===== config.mk =====
export PLATFORM = sky130hd
export DESIGN_NAME = frame_strip_sync_extract
export DESIGN_NICKNAME = d
export VERILOG_FILES = /design/src/rtl/fsse_pkg.sv /design/src/rtl/fsse_tracker.sv /design/src/rtl/frame_strip_sync_extract.sv
export VERILOG_INCLUDE_DIRS = /design/src /design/src/rtl
export SDC_FILE = /design/constraint.sdc
export NUM_CORES = 1
export LEC_CHECK = 0
export BUFFER_PORTS_ARGS = -buffer_cell sky130_fd_sc_hd__buf_4
export CAP_MARGIN = 20
export CORE_MARGIN = 5
export CORE_UTILIZATION = 40
export CTS_BUF_LIST = sky130_fd_sc_hd__clkbuf_16
export DETAILED_ROUTE_END_ITERATION = 6
export PLACE_DENSITY_LB_ADDON = 0.2
export SLEW_MARGIN = 20
export SYNTH_ARGS = -nofsm -noshare
export SYNTH_HDL_FRONTEND = slang
export SYNTH_SLANG_ARGS = --single-unit
export TNS_END_PERCENT = 30

===== constraint.sdc =====
create_clock -name clk -period 5.1 [get_ports clk]
set_input_delay 1.02 -clock clk [delete_from_list [all_inputs] [get_ports clk]]
set_output_delay 1.02 -clock clk [all_outputs]
set_load 0.05 [all_outputs]

===== src/rtl/frame_strip_sync_extract_macros.svh =====
// Assertion macros used by the top level of the frame strip/sync/extract block.
`ifndef FRAME_STRIP_SYNC_EXTRACT_MACROS_SVH
`define FRAME_STRIP_SYNC_EXTRACT_MACROS_SVH

// Same-cycle implication, checked on every rising edge outside reset.
`define FSSE_ASSERT_NOW(label, ante, cons) \
    label: assert property (@(posedge clk) disable iff (!rst_n) (ante) |-> (cons)) \
        else $error("fsse: same-cycle check failed");

// Next-cycle implication, checked on every rising edge outside reset.
`define FSSE_ASSERT_NEXT(label, ante, cons) \
    label: assert property (@(posedge clk) disable iff (!rst_n) (ante) |=> (cons)) \
        else $error("fsse: next-cycle check failed");

`endif


===== src/rtl/fsse_pkg.sv =====
// Package with the types, constants and helpers of the frame strip/sync/extract block.
`timescale 1ns / 1ps
`default_nettype none

package fsse_pkg;

    localparam int MAX_SYNC_BYTES = 4;
    localparam int LENGTH_BITS    = 16;
    localparam int SYNC_LEN_W     = 3;
    localparam int MARKER_BYTES   = 4;
    localparam int MARKER_W       = 8 * MARKER_BYTES;
    localparam int MARKER_IDX_W   = $clog2(MARKER_BYTES);
    localparam int BYTE_W         = 8;
    localparam int CFG_DATA_W     = 32;
    localparam int CFG_INDEX_W    = 4;

    localparam logic [CFG_INDEX_W-1:0] REG_STRIP_LENGTH = CFG_INDEX_W'(0);
    localparam logic [CFG_INDEX_W-1:0] REG_SYNC_LENGTH  = CFG_INDEX_W'(1);
    localparam logic [CFG_INDEX_W-1:0] REG_MARKER_WORD  = CFG_INDEX_W'(2);
    localparam logic [CFG_INDEX_W-1:0] REG_FRAME_LENGTH = CFG_INDEX_W'(3);

    typedef enum logic [2:0] {
        PH_STRIP = 3'b001,
        PH_SYNC  = 3'b010,
        PH_FRAME = 3'b100
    } phase_t;

    // Effective configuration as seen by the tracker.
    typedef struct packed {
        logic [LENGTH_BITS-1:0] strip_length;
        logic [SYNC_LEN_W-1:0]  sync_length;
        logic [MARKER_W-1:0]    marker_word;
        logic [LENGTH_BITS-1:0] frame_length;
    } cfg_t;

    typedef struct packed {
        logic              emit;
        logic [BYTE_W-1:0] data;
        logic              first;
        logic              last;
    } result_t;

    // Effective values: the marker length saturates, a zero frame length acts as one.
    function automatic cfg_t effective_cfg(
        input logic [LENGTH_BITS-1:0] strip_length,
        input logic [SYNC_LEN_W-1:0]  sync_length,
        input logic [MARKER_W-1:0]    marker_word,
        input logic [LENGTH_BITS-1:0] frame_length
    );
        cfg_t c;
        c.strip_length = strip_length;
        c.sync_length  = (32'(sync_length) > MAX_SYNC_BYTES) ? SYNC_LEN_W'(MAX_SYNC_BYTES)
                                                             : sync_length;
        c.marker_word  = marker_word;
        c.frame_length = (frame_length == '0) ? LENGTH_BITS'(1) : frame_length;
        return c;
    endfunction

    // Expected marker byte at a match position; positions past the marker word read as zero.
    function automatic logic [BYTE_W-1:0] marker_byte(
        input logic [MARKER_W-1:0]   marker,
        input logic [SYNC_LEN_W-1:0] pos
    );
        logic [BYTE_W-1:0] b;
        b = '0;
        if (32'(pos) < MARKER_BYTES)
        begin
            b = marker[BYTE_W * MARKER_IDX_W'(pos) +: BYTE_W];
        end
        return b;
    endfunction

    // Phase that a restart enters.
    function automatic phase_t initial_phase(input cfg_t cfg);
        phase_t ph;
        if (cfg.strip_length != '0)
        begin
            ph = PH_STRIP;
        end
        else if (cfg.sync_length != '0)
        begin
            ph = PH_SYNC;
        end
        else
        begin
            ph = PH_FRAME;
        end
        return ph;
    endfunction

endpackage

`default_nettype wire


===== src/rtl/fsse_tracker.sv =====
// Phase tracker: strip counter, marker matcher, frame counter; one byte per step cycle.
`timescale 1ns / 1ps
`default_nettype none

module fsse_tracker (
    input  wire logic                          clk,
    input  wire logic                          rst_n,
    input  wire logic                          restart,
    input  wire fsse_pkg::cfg_t                restart_cfg,
    input  wire fsse_pkg::cfg_t                cfg,
    input  wire logic                          step,
    input  wire logic [fsse_pkg::BYTE_W-1:0]   data_byte,
    output fsse_pkg::result_t                  res
);

    fsse_pkg::phase_t                         phase_reg, phase_next;
    logic [fsse_pkg::LENGTH_BITS-1:0]         strip_rem_reg, strip_rem_next;
    logic [fsse_pkg::SYNC_LEN_W-1:0]          marker_pos_reg, marker_pos_next;
    logic [fsse_pkg::LENGTH_BITS-1:0]         frame_pos_reg, frame_pos_next;

    logic [fsse_pkg::LENGTH_BITS-1:0]         strip_dec;
    logic [fsse_pkg::SYNC_LEN_W-1:0]          pos;
    logic [fsse_pkg::SYNC_LEN_W-1:0]          pos_inc;
    logic [fsse_pkg::LENGTH_BITS-1:0]         frame_inc;
    logic                                     frame_go;
    logic                                     last;

    always_comb
    begin
        strip_dec = (strip_rem_reg != '0) ? strip_rem_reg - 1'b1 : '0;
        pos       = (marker_pos_reg >= cfg.sync_length) ? '0 : marker_pos_reg;
        pos_inc   = pos + 1'b1;
        frame_inc = frame_pos_reg + 1'b1;
        last      = (frame_inc >= cfg.frame_length) || (frame_inc == '0);
    end

    always_comb
    begin
        phase_next      = phase_reg;
        strip_rem_next  = strip_rem_reg;
        marker_pos_next = marker_pos_reg;
        frame_pos_next  = frame_pos_reg;
        frame_go        = 1'b0;
        res             = '0;
        res.data        = data_byte;

        if (restart)
        begin
            // The restart starts from the configuration as it stands after the write.
            phase_next      = fsse_pkg::initial_phase(restart_cfg);
            strip_rem_next  = restart_cfg.strip_length;
            marker_pos_next = '0;
            frame_pos_next  = '0;
        end
        else if (step)
        begin
            case (phase_reg)
                fsse_pkg::PH_STRIP:
                begin
                    strip_rem_next = strip_dec;
                    if (strip_dec == '0)
                    begin
                        strip_rem_next = cfg.strip_length;
                        phase_next     = (cfg.sync_length != '0) ? fsse_pkg::PH_SYNC
                                                                 : fsse_pkg::PH_FRAME;
                    end
                end
                fsse_pkg::PH_SYNC:
                begin
                    if (cfg.sync_length == '0)
                    begin
                        // No marker to hunt: this byte already belongs to the frame.
                        frame_go = 1'b1;
                    end
                    else if (data_byte != fsse_pkg::marker_byte(cfg.marker_word, pos))
                    begin
                        marker_pos_next = '0;
                    end
                    else if (pos_inc >= cfg.sync_length)
                    begin
                        marker_pos_next = '0;
                        phase_next      = fsse_pkg::PH_FRAME;
                    end
                    else
                    begin
                        marker_pos_next = pos_inc;
                    end
                end
                fsse_pkg::PH_FRAME:
                begin
                    frame_go = 1'b1;
                end
                default:
                begin
                    phase_next = fsse_pkg::initial_phase(cfg);
                end
            endcase

            if (frame_go)
            begin
                res.emit  = 1'b1;
                res.first = (frame_pos_reg == '0);
                res.last  = last;
                if (last)
                begin
                    phase_next      = fsse_pkg::initial_phase(cfg);
                    strip_rem_next  = cfg.strip_length;
                    marker_pos_next = '0;
                    frame_pos_next  = '0;
                end
                else
                begin
                    phase_next     = fsse_pkg::PH_FRAME;
                    frame_pos_next = frame_inc;
                end
            end
        end
    end

    always_ff @(posedge clk or negedge rst_n)
    begin
        if (!rst_n)
        begin
            phase_reg      <= fsse_pkg::PH_FRAME;
            strip_rem_reg  <= '0;
            marker_pos_reg <= '0;
            frame_pos_reg  <= '0;
        end
        else
        begin
            phase_reg      <= phase_next;
            strip_rem_reg  <= strip_rem_next;
            marker_pos_reg <= marker_pos_next;
            frame_pos_reg  <= frame_pos_next;
        end
    end

endmodule

`default_nettype wire


===== src/rtl/frame_strip_sync_extract.sv =====
// Top level of the frame strip/sync/extract block: ports, configuration, pipeline registers.
//
// Usage: raw stream bytes arrive on the data channel (data_valid, data_ready,
// data_byte), one transfer per byte. Each cycle of the stream discards
// strip_length bytes, hunts for a marker of sync_length bytes, then passes
// frame_length bytes out on the frame channel (frame_valid, frame_ready,
// frame_byte, frame_first, frame_last). Strip and marker bytes give no transfer.
// Path: an accepted byte is held in the input register, evaluated against the
// phase state by the tracker, and its frame transfer is offered from the result register.
// Throughput: one byte per cycle unless frame_ready stalls it, set by the single pass
// through the phase tracker between the input register and the result register.
// Stall: when frame_ready is low the result register holds its transfer, the
// input register holds the next byte, and data_ready drops once both are full.
// Reset: configuration returns to strip 0, no marker, frame length 1, both
// registers empty. A configuration write (cfg_wr_en) to a listed register restarts
// the cycle with the new value at the same edge. The user must write only while the
// block is idle, which it does not enforce; writes to an index beyond the list are ignored.
`timescale 1ns / 1ps
`default_nettype none
`include "frame_strip_sync_extract_macros.svh"

module frame_strip_sync_extract (
    input  wire logic                              clk,
    input  wire logic                              rst_n,
    input  wire logic                              cfg_wr_en,
    input  wire logic [fsse_pkg::CFG_INDEX_W-1:0]  cfg_index,
    input  wire logic [fsse_pkg::CFG_DATA_W-1:0]   cfg_data,
    input  wire logic                              data_valid,
    output logic                                   data_ready,
    input  wire logic [fsse_pkg::BYTE_W-1:0]       data_byte,
    output logic                                   frame_valid,
    input  wire logic                              frame_ready,
    output logic [fsse_pkg::BYTE_W-1:0]            frame_byte,
    output logic                                   frame_first,
    output logic                                   frame_last
);

    // Configuration registers as written.
    logic [fsse_pkg::LENGTH_BITS-1:0] strip_length_reg, strip_length_next;
    logic [fsse_pkg::SYNC_LEN_W-1:0]  sync_length_reg, sync_length_next;
    logic [fsse_pkg::MARKER_W-1:0]    marker_word_reg, marker_word_next;
    logic [fsse_pkg::LENGTH_BITS-1:0] frame_length_reg, frame_length_next;

    fsse_pkg::cfg_t                   cfg;
    fsse_pkg::cfg_t                   restart_cfg;
    logic                             restart;

    // Input register and result register.
    logic                             in_valid_reg;
    logic [fsse_pkg::BYTE_W-1:0]      in_byte_reg;
    logic                             out_valid_reg;
    logic [fsse_pkg::BYTE_W-1:0]      out_byte_reg;
    logic                             out_first_reg;
    logic                             out_last_reg;

    logic                             advance;
    logic                             step;
    fsse_pkg::result_t                res;

    // A write to a listed register updates it and restarts the cycle.
    always_comb
    begin
        strip_length_next = strip_length_reg;
        sync_length_next  = sync_length_reg;
        marker_word_next  = marker_word_reg;
        frame_length_next = frame_length_reg;
        restart           = 1'b0;
        if (cfg_wr_en)
        begin
            case (cfg_index)
                fsse_pkg::REG_STRIP_LENGTH:
                begin
                    strip_length_next = cfg_data[fsse_pkg::LENGTH_BITS-1:0];
                    restart           = 1'b1;
                end
                fsse_pkg::REG_SYNC_LENGTH:
                begin
                    sync_length_next = cfg_data[fsse_pkg::SYNC_LEN_W-1:0];
                    restart          = 1'b1;
                end
                fsse_pkg::REG_MARKER_WORD:
                begin
                    marker_word_next = cfg_data[fsse_pkg::MARKER_W-1:0];
                    restart          = 1'b1;
                end
                fsse_pkg::REG_FRAME_LENGTH:
                begin
                    frame_length_next = cfg_data[fsse_pkg::LENGTH_BITS-1:0];
                    restart           = 1'b1;
                end
                default:
                begin
                    restart = 1'b0;
                end
            endcase
        end
    end

    always_ff @(posedge clk or negedge rst_n)
    begin
        if (!rst_n)
        begin
            strip_length_reg <= '0;
            sync_length_reg  <= '0;
            marker_word_reg  <= '0;
            frame_length_reg <= fsse_pkg::LENGTH_BITS'(1);
        end
        else
        begin
            strip_length_reg <= strip_length_next;
            sync_length_reg  <= sync_length_next;
            marker_word_reg  <= marker_word_next;
            frame_length_reg <= frame_length_next;
        end
    end

    // The tracker runs on the stored values; a restart uses the values being written.
    always_comb
    begin
        cfg         = fsse_pkg::effective_cfg(strip_length_reg, sync_length_reg,
                                              marker_word_reg, frame_length_reg);
        restart_cfg = fsse_pkg::effective_cfg(strip_length_next, sync_length_next,
                                              marker_word_next, frame_length_next);
    end

    // The pipeline moves whenever the result register is free or being drained.
    assign advance    = !out_valid_reg || frame_ready;
    assign step       = in_valid_reg && advance;
    assign data_ready = !in_valid_reg || advance;

    fsse_tracker u_tracker (
        .clk         (clk),
        .rst_n       (rst_n),
        .restart     (restart),
        .restart_cfg (restart_cfg),
        .cfg         (cfg),
        .step        (step),
        .data_byte   (in_byte_reg),
        .res         (res)
    );

    always_ff @(posedge clk or negedge rst_n)
    begin
        if (!rst_n)
        begin
            in_valid_reg  <= 1'b0;
            out_valid_reg <= 1'b0;
        end
        else
        begin
            if (data_ready)
            begin
                in_valid_reg <= data_valid;
            end
            if (advance)
            begin
                out_valid_reg <= res.emit;
            end
        end
    end

    always_ff @(posedge clk)
    begin
        if (data_ready && data_valid)
        begin
            in_byte_reg <= data_byte;
        end
        if (advance && res.emit)
        begin
            out_byte_reg  <= res.data;
            out_first_reg <= res.first;
            out_last_reg  <= res.last;
        end
    end

    assign frame_valid = out_valid_reg;
    assign frame_byte  = out_byte_reg;
    assign frame_first = out_first_reg;
    assign frame_last  = out_last_reg;

    // A byte waiting behind a stalled result stays in the input register.
    `FSSE_ASSERT_NEXT(a_in_hold, in_valid_reg && !advance, in_valid_reg && $stable(in_byte_reg))
    // An empty input register always takes a new byte.
    `FSSE_ASSERT_NOW(a_ready_when_empty, !in_valid_reg, data_ready)
    // The tracker produces a result only for a byte it is stepping on.
    `FSSE_ASSERT_NOW(a_emit_on_step, res.emit, step)

endmodule

`default_nettype wire


After elaboration in Yosys (flattened, before gate mapping):

Index checks and enable logic that the tools add are counted.

* bits in registers: 125
* output and inout port bits: 12

* add/subtract/negate cells: 3
* order comparisons: 6
* equal/unequal tests: 12
* shift-type cells: 1
* mux-type cells: 54
* bitwise operators: 2
* reduce and logical (&&, ||, !) cells: 27

Operator list (count)
* $mux W16: 14
* $mux W3: 25
* $logic_not A16 Y1: 4
* $reduce_bool A16 Y1: 3
* $mux W8: 5
* $shiftx A32 B6 Y8: 1
* $add A16 B1 Y16 const B: 1
* $ge A16 B16 Y1: 1
* $sub A16 B1 Y16 const B: 1
* $pmux W3 S3: 1
* $eq A4 B2 Y1 const B: 2
* $mux W1: 8
* $ne A4 B2 Y1 const B: 2
* $ne A4 B4 Y1 const B: 2
* $ne A8 B8 Y1: 1
* $ge A3 B3 Y1: 2
* $gt A3 B3 Y1 const B: 2
* $reduce_and A2 Y1: 3
* $reduce_and A6 Y1: 1
* $reduce_bool A3 Y1: 2
* $eq A4 B1 Y1 const B: 1
* $logic_not A4 Y1: 1
* $reduce_bool A2 Y1: 2
* $reduce_or A4 Y1: 1
* 13 further kinds: 19

Logic depth before layout (Yosys ltp):

Gate-level depths: netlist (run 1).

* depth after elaboration: 18
* mapped depth: 17
* depth with buffers taken out: 16

Hierarchy:

From an unflattened synthesis (run 1), not the netlist that was laid out.

* cells, all modules: 776
* area, all modules: 7821.3 sq um

Modules (own cells, without submodules)
* fsse_tracker: times used 1, cells an instance 554, area each 4269.1 sq um, seq. area each 952.2 sq um
* frame_strip_sync_extract: times used 1, cells an instance 222, area each 3552.2 sq um, seq. area each 2268.4 sq um

Least setup slack after synthesis (run 1):

Ideal clock, no wire load.

* kind: register -> register
* from: reg u_tracker.frame_pos_reg[0] in the netlist's numbering
* to: reg u_tracker.strip_rem_reg[15] in the netlist's numbering
* arrival time: 3.624 ns
* required time: 4.974 ns
* path slack: 1.350 ns
* stages on the path, launching flop included: 16
* clock period less this slack: 3.750 ns
* path through: dfrtp_1 ha_1 nand4_1 or2_1 clkbuf_1 nor2_1 xor2_1 ha_1 a21oi_1 a21boi_0 o41a_1 a311o_1 a31o_4 a22oi_1 nor2_1 a221o_1

* word-level cells in the longest chain between the ends: 7
* elaborated cells on any way between the ends: 8
* classes of those cells: add/sub (1); order compare (1); mux (4); reduce/logical (2)

RTL lines
* start, declared: RTL line fsse_tracker.sv:19 `logic [fsse_pkg::LENGTH_BITS-1:0] frame_pos_reg, frame_pos_next;`
* start signal, assigned: RTL line fsse_tracker.sv:134 `frame_pos_reg <= frame_pos_next;`
* $add A16 B1 Y16 (*): RTL line fsse_tracker.sv:33 `frame_inc = frame_pos_reg + 1'b1;`
* $ge A16 B16 Y1 or $logic_not A16 Y1 (tied branches): RTL line fsse_tracker.sv:34 `last = (frame_inc >= cfg.frame_length) || (frame_inc == '0);`
* $logic_or A1 B1 Y1 (*): RTL line fsse_tracker.sv:34
* $mux W16 (*): RTL line fsse_tracker.sv:104 `if (last)`
* $mux W16 (*): RTL line fsse_tracker.sv:99 `if (frame_go)`
* $mux W16 (*): RTL line fsse_tracker.sv:55 `else if (step)`
* $mux W16 (*): RTL line fsse_tracker.sv:47 `if (restart)`
* end signal, assigned: RTL line fsse_tracker.sv:132 `strip_rem_reg <= strip_rem_next;`
* end, declared: RTL line fsse_tracker.sv:17 `logic [fsse_pkg::LENGTH_BITS-1:0] strip_rem_reg, strip_rem_next;`

Mark *: on every way between the ends. The rest lies on a longest branch, timed or not. The select of a mux whose other input is x is not followed.
A chain may end at the register's enable or synchronous reset.

Final worst setup path (run 1):

* from: reg u_tracker.frame_pos_reg[0] in the netlist's numbering
* to: reg u_tracker.marker_pos_reg[0] in the netlist's numbering

* word-level cells in the longest chain between the ends: 7
* elaborated cells on any way between the ends: 8
* classes of those cells: add/sub (1); order compare (1); mux (4); reduce/logical (2)

RTL lines
* $add A16 B1 Y16 (*): RTL line fsse_tracker.sv:33
* $ge A16 B16 Y1 or $logic_not A16 Y1 (tied branches): RTL line fsse_tracker.sv:34
* $logic_or A1 B1 Y1 (*): RTL line fsse_tracker.sv:34
* $mux W3 (*): RTL line fsse_tracker.sv:104
* $mux W3 (*): RTL line fsse_tracker.sv:99
* $mux W3 (*): RTL line fsse_tracker.sv:55
* $mux W3 (*): RTL line fsse_tracker.sv:47
* end signal, assigned: RTL line fsse_tracker.sv:133 `marker_pos_reg <= marker_pos_next;`
* end, declared: RTL line fsse_tracker.sv:18 `logic [fsse_pkg::SYNC_LEN_W-1:0] marker_pos_reg, marker_pos_next;`

Marks and branches as above.

==> results of run 1 <==
==> area by class of cell <==
class | instances | area, um^2 | share of cell area
clock inverters | 14 | 170 | 0.0193
multi-input cells | 549 | 4020 | 0.457
flip-flops and latches | 125 | 3220 | 0.366
clock buffers | 18 | 450 | 0.0512
well taps | 234 | 293 | 0.0333
inverters | 34 | 128 | 0.0145
repair buffers | 69 | 522 | 0.0593
==> power by group <==
group          switching [W]  leakage [nW]  internal (W)
clock               0.000498         0.306      0.000768
sequential          0.000242          1.51       0.00122
combinational       0.000610          1.89      0.000491
==> cell families after synthesis <==
family | Yosys count | synth area share
AO/OA/AOI/OAI | 180 | 0.177
adder cells (fa/ha/maj) | 26 | 0.0431
XOR/XNOR | 26 | 0.0312
buffers and inverters | 74 | 0.0413
AND/OR/NAND/NOR | 244 | 0.173
flip-flops | 125 | 0.427
multiplexers | 73 | 0.107
==> worst reg2reg max path, stage by stage, from the launching register on <==
cell      delay, ns
dfrtp_1        0.45
ha_1           0.32
nand4_1        0.19
or2_1          0.33
nor2_1         0.15
xor2_1         0.24
ha_1           0.30
a21oi_1        0.15
a21boi_0       0.09
o41a_1         0.39
a311o_1        0.34
a31o_4         0.25
nand2_1        0.50
nand3_1        0.27
o31ai_1        0.26
==> routing by layer <==
| layer | GRT usage | routed length, um |
|---|---|---|
| met5 | 0 | 0 |
| met4 | 0.0531 | 317 |
| met3 | 0.0386 | 1250 |
| met2 | 0.313 | 10100 |
| met1 | 0.269 | 9180 |
==> through the flow <==
stage	util	instance area, um^2	cells	total power, W	hold WS, ns
floorplan	-	7540	748	0.00221	0.464
global placement	0.439	8180	1011	0.00253	0.489
detailed placement	0.439	8180	1011	0.00256	0.485
CTS	0.472	8800	1043	0.00384	0.505
global route	0.472	8800	1043	0.00404	0.516
finish	0.472	8800	1043	0.00383	0.500
==> cells in the mapped netlist, drive strengths merged, types with 5 or more instances <==
cell type  count  area, um^2
nand4          9        56.3
a22oi          7        52.6
and2           9        58.8
xnor2         18         158
mux2i          9        90.1
clkbuf        25        97.6
nand3         23         133
nand2b         7        43.8
o211ai         8        60.1
a21o           7        52.6
nor3          23         120
dfrtp        105        2630
buf           15        86.3
ha            26         325
nor2b          7        43.8
o21a           6        45.0
o31ai          6        45.0
or3            6        37.5
a2bb2oi       11        96.3
o21ai         30         150
edfxtp        18         541
xor2           8        77.6
nor2          43         161
a22o          10        87.6
inv           33         124
mux2          64         721
a211oi        10        75.1
nor3b          5        47.5
a21oi         25         125
nand2         62         235
or2            7        43.8
nor4          24         171
a32o           8        80.1
o221ai        10        87.6
==> final timing paths <==
| kind | to | slack [ns] | cells after the start |
|---|---|---|---|
| setup reg to reg | u_tracker.marker_pos_reg[0]$_DFFE_PN0P_ | 0.79 | 14 |
| hold / removal | frame_byte[1]$_DFFE_PP_ | 0.50 | 0 |
| hold reg to reg | frame_byte[1]$_DFFE_PP_ | 0.50 | 0 |
| min in group asynchronous | u_tracker.frame_pos_reg[13]$_DFFE_PN0P_ | 0.63 | 1 |
| setup / recovery | u_tracker.marker_pos_reg[0]$_DFFE_PN0P_ | 0.79 | 14 |
| max in group asynchronous | frame_length_reg[0]$_DFFE_PN1P_ | 3.55 | 2 |
==> cells in the final DEF (no fill, tap or decap), types with 8 or more instances in the layout <==
master,count
buf_4,68
nand4_1,9
edfxtp_1,18
nand2_1,61
xnor2_1,18
a2bb2oi_1,11
o221ai_1,10
mux2_2,64
clkbuf_16,18
o211ai_1,8
a32o_1,8
nor3_1,22
nor4_1,22
ha_1,26
nand3_1,21
inv_1,33
a22o_1,10
dfrtp_1,105
mux2i_1,9
o21ai_0,29
a21oi_1,25
nor2_1,42
a211oi_1,10
==> impl_metrics.json, run 1 <==
{
  "setup_viol": 0,
  "cpMaxStageDelayCell": "nand2_1",
  "cts.sinks": 125,
  "fillerInstances": 1732,
  "layout.nets": 871,
  "drc": 0,
  "drt-pass1-iter-count": 5,
  "cp-end-kind": "register",
  "place_hpwl_mm": 15.3,
  "root_buffer": "clkbuf_16",
  "viasPerCell": 6.05,
  "htreeDepth": 4,
  "grt_pass1_wl_mm": 33.7,
  "cts_setup_buffers": 0,
  "slew_headroom": 0.416,
  "cts_tree": "built",
  "syn_nets": 823,
  "skew_ns": 0.0114,
  "slowest_delay_ns": 0.50,
  "period_minus_slack_ns": 4.31,
  "synth-seq-area-share": 0.427,
  "worstPathCellList": "ha_1 -> nand4_1 -> or2_1 -> nor2_1 -> xor2_1 -> ha_1 -> a21oi_1 -> a21boi_0 -> o41a_1 -> a311o_1 -> a31o_4 -> nand2_1 -> nand3_1 -> o31ai_1",
  "grt_max_degree": 76,
  "synthesis.area_um2": 7540,
  "rsz0062_at_grt": "false",
  "cts-buffers-inserted": 17,
  "finalHoldViolCount": 0,
  "critPathLaunch": "u_tracker.frame_pos_reg[0]$_DFFE_PN0P_",
  "ios": 61,
  "hold_class": "register to register",
  "vias": 6315,
  "io_buffers": 60,
  "min-delay-start": "in_byte_reg[1]$_DFFE_PP_",
  "fp.dieH_um": 147,
  "crit_path_max_fanout": 16,
  "cts_resized": 0,
  "yosys_warnings": 0,
  "grt_usage": 0.195,
  "num_rows": 50,
  "maxCapViolations": 0,
  "wl_per_cell_um": 20.0,
  "setup_tns_ns": 0,
  "worst_slack_ns": 0.788,
  "dieArea_um2": 21700,
  "synth_edf_count": 18,
  "area_growth_pct": 16.7,
  "worstReg2RegStart": "u_tracker.frame_pos_reg[0]$_DFFE_PN0P_",
  "path_buf_inv": 0,
  "worst_pin_slew_ns": 0.876,
  "ys_types": 83,
  "start_kind": "register",
  "hold_buffers": 0,
  "insertion_delay_ns": 0.42,
  "slew_viol_final": 0,
  "gp_congestion": 0.885,
  "synthArstFlopShare": 0.856,
  "initial_core_util": 0.405,
  "synth.ff_latch_count": 125,
  "wl_mm": 20.9,
  "dp_worst_setup_slack_ns": 0.788,
  "antenna_found_initial": 0,
  "core-area_um2": 18600,
  "status": "finished, final reports clean",
  "synth_cells": 748,
  "fmax_mhz": 232,
  "cp.required_ns": 5.43,
  "p_leak_nw": 3.71,
  "die_w_um": 147,
  "clk_transition_reported_paths_ns": 0.06,
  "fin_crit_sh": 0.845,
  "arrival_ns": 4.64,
  "layout-drive-gt1-share": 0.235,
  "powerDensity_nw_per_um2": 435,
  "path_class": "register to register",
  "cpMostUsedCell": "ha_1",
  "synthFlopType": "dfrtp_1",
  "ant_nets": 0,
  "largest_register_ffs": 32,
  "avgSynthCellArea_um2": 10.1,
  "clockBufferDepth": 2,
  "critPathTopFamily": "compound AO/OA/AOI/OAI gates",
  "grt_pass1_vias": 6252,
  "drtIter0Drc": 517,
  "ir_worst_vdd_mv": 0.229,
  "grt-ovfl-total": 0,
  "diodes": 0
}
(Power assumes the default switching activity.)
==> run 2: changes to the inputs <==
- clock period: 5.1 -> 3.5 ns (I/O delays scaled with it)
==> impl_metrics.json, run 2 (synthesis results as in run 1) <==
{
  "diodes": 0,
  "ir_worst_vdd_mv": 0.348,
  "insertion_delay_ns": 0.42,
  "hold_class": "input port to asynchronous set/reset pin",
  "die_w_um": 147,
  "skew_ns": 0.0107,
  "status": "complete, but fails checks",
  "largest_register_ffs": 32,
  "layout.nets": 920,
  "wl_met3_mm": 1.19,
  "slew_viol_final": 0,
  "p_clk_frac": 0.327,
  "htreeDepth": 4,
  "slew_headroom": 0.482,
  "top_layer": "met4",
  "p_comb_frac": 0.299,
  "gp_congestion": 0.893,
  "rsz0062_at_grt": "true",
  "ant_nets": 0,
  "place_hpwl_mm": 16.2,
  "antenna_found_initial": 0,
  "start_kind": "register",
  "ios": 61,
  "violations": "negative setup slack",
  "setup_tns_ns": -0.0804,
  "io_buffers": 60,
  "worst_pin_slew_ns": 0.777,
  "setup_viol": 2,
  "layout-drive-gt1-share": 0.311,
  "intPower_w": 0.00383,
  "r2r_setup_slack_ns": -0.04,
  "drt-pass1-iter-count": 5,
  "cpMaxStageDelayCell": "a2111oi_1",
  "cts_tree": "built",
  "p_leak_nw": 4.01,
  "switching_share": 0.337,
  "cp.required_ns": 3.83,
  "area_growth_pct": 24.3,
  "grt-ovfl-total": 0,
  "finalHoldViolCount": 0,
  "fin_crit_sh": 1.01,
  "cts.sinks": 125,
  "wl_per_cell_um": 20.3,
  "wl_met2_mm": 10.7,
  "pwr-share-seq": 0.374,
  "slowest_delay_ns": 0.43,
  "crit_path_max_fanout": 8,
  "placed_cells_incl_taps": 1051,
  "fp.dieH_um": 147,
  "root_buffer": "clkbuf_16",
  "final_cell_mix": "buf_4 (114), dfrtp_1 (102), mux2_2 (64)",
  "cp-end-kind": "register",
  "drtIter0Drc": 469,
  "vias": 6509,
  "grt_max_degree": 65,
  "clockBufferDepth": 2,
  "worst_slack_ns": -0.0408,
  "cts-buffers-inserted": 17,
  "layout_commonest_cell": "buf_4",
  "wl_mm": 22.1,
  "stdcell_count": 1090,
  "maxCapViolations": 0,
  "clk_transition_reported_paths_ns": 0.06,
  "path_class": "register to register",
  "worstPathCellList": "ha_4 -> nand4_1 -> or2_1 -> nor2_1 -> xor2_1 -> ha_1 -> nand4_1 -> nor2_1 -> o41a_1 -> a311o_1 -> a31o_4 -> a2111oi_1 -> o21ai_0 -> a22oi_1",
  "num_rows": 50,
  "grt_pass1_vias": 6669,
  "met1_length_mm": 9.57,
  "drc": 0,
  "arrival_ns": 3.87,
  "fmax_mhz": 282,
  "period_minus_slack_ns": 3.54,
  "p_sw_w": 0.00194,
  "grt_usage": 0.203,
  "initial_core_util": 0.405,
  "dieArea_um2": 21700,
  "core-area_um2": 18600,
  "powerDensity_nw_per_um2": 616,
  "grt_pass1_wl_mm": 35.2,
  "viasPerCell": 5.97,
  "dp_worst_setup_slack_ns": -0.0132
}
-- run 2: cell count changes in the layout (fill, tap and decap cells not counted), sizes merged --
cell | before | now
clkinv | 5 | 3
buf | 69 | 118
inv | 41 | 37
clkbuf | 18 | 17
clkinvlp | 0 | 2
bufinv | 2 | 5
-- run 2: critical path, delay by kind of cell (launching register included) --
kind	cells	cell delay (ns)
compound gates	6	1.69
fa+ha+maj	2	0.47
xor+xnor	1	0.21
flops	1	0.40
simple gates	5	0.70
-- run 2: what timing repair did --
action                                  CTS  global route
resized for setup                         2            39
pin swaps                                 5            17
endpoints found under the setup margin    4            38
buffers inserted                          3             5
cloned                                    0             1
hold buffers                              0             0
-- run 2: final cells by class --
class / count / area, um^2
Clock inverter: 13 / 196
Inverter: 34 / 128
Sequential cell: 125 / 3220
Clock buffer: 17 / 425
Timing Repair Buffer: 118 / 918
Fill cell: 1687 / 9270
Multi-Input combinational cell: 549 / 4190
Tap cell: 234 / 293
-- run 2: metal layers --
layer | up-vias | GRT usage
li1 | 3002 | -
met1 | 3226 | 0.263
met2 | 227 | 0.332
met3 | 54 | 0.0509
met4 | 0 | 0.0736
met5 | - | 0
-- run 2: final timing paths --
kind                                                        startpoint                                       to  cells past startpoint
worst max-delay path            u_tracker.frame_pos_reg[0]$_DFFE_PN0P_       u_tracker.phase_reg[2]$_DFFE_PN1P_                     14
worst min-delay path                                             rst_n  u_tracker.frame_pos_reg[11]$_DFFE_PN0P_                      1
worst max register to register  u_tracker.frame_pos_reg[0]$_DFFE_PN0P_       u_tracker.phase_reg[2]$_DFFE_PN1P_                     14
worst min register to register                in_byte_reg[1]$_DFFE_PP_                  frame_byte[1]$_DFFE_PP_                      0
max in group asynchronous                                        rst_n       u_tracker.phase_reg[2]$_DFFE_PN1P_                      2
min in group clk                                          data_byte[6]                 in_byte_reg[6]$_DFFE_PP_                      1
-- run 2: power groups by stage --
stage | clock (W) | combinational (W) | sequential [W]
6_report | 0.00189 | 0.00173 | 0.00216
2_1_floorplan | 0 | 0.00118 | 0.00205
3_5_place_dp | 0 | 0.00163 | 0.00216
5_1_grt | 0.00197 | 0.00191 | 0.00220
3_3_place_gp | 0 | 0.00158 | 0.00214
4_1_cts | 0.00191 | 0.00165 | 0.00214
-- run 2: per-stage QoR --
step	utilization	total power, W	cell area (um^2)	hold WS [ns]
2_1_floorplan	-	0.00323	7570	0.404
3_3_place_gp	0.457	0.00372	8530	0.485
3_5_place_dp	0.457	0.00380	8530	0.486
4_1_cts	0.492	0.00570	9180	0.334
5_1_grt	0.503	0.00608	9370	0.370
6_report	0.503	0.00577	9370	0.299
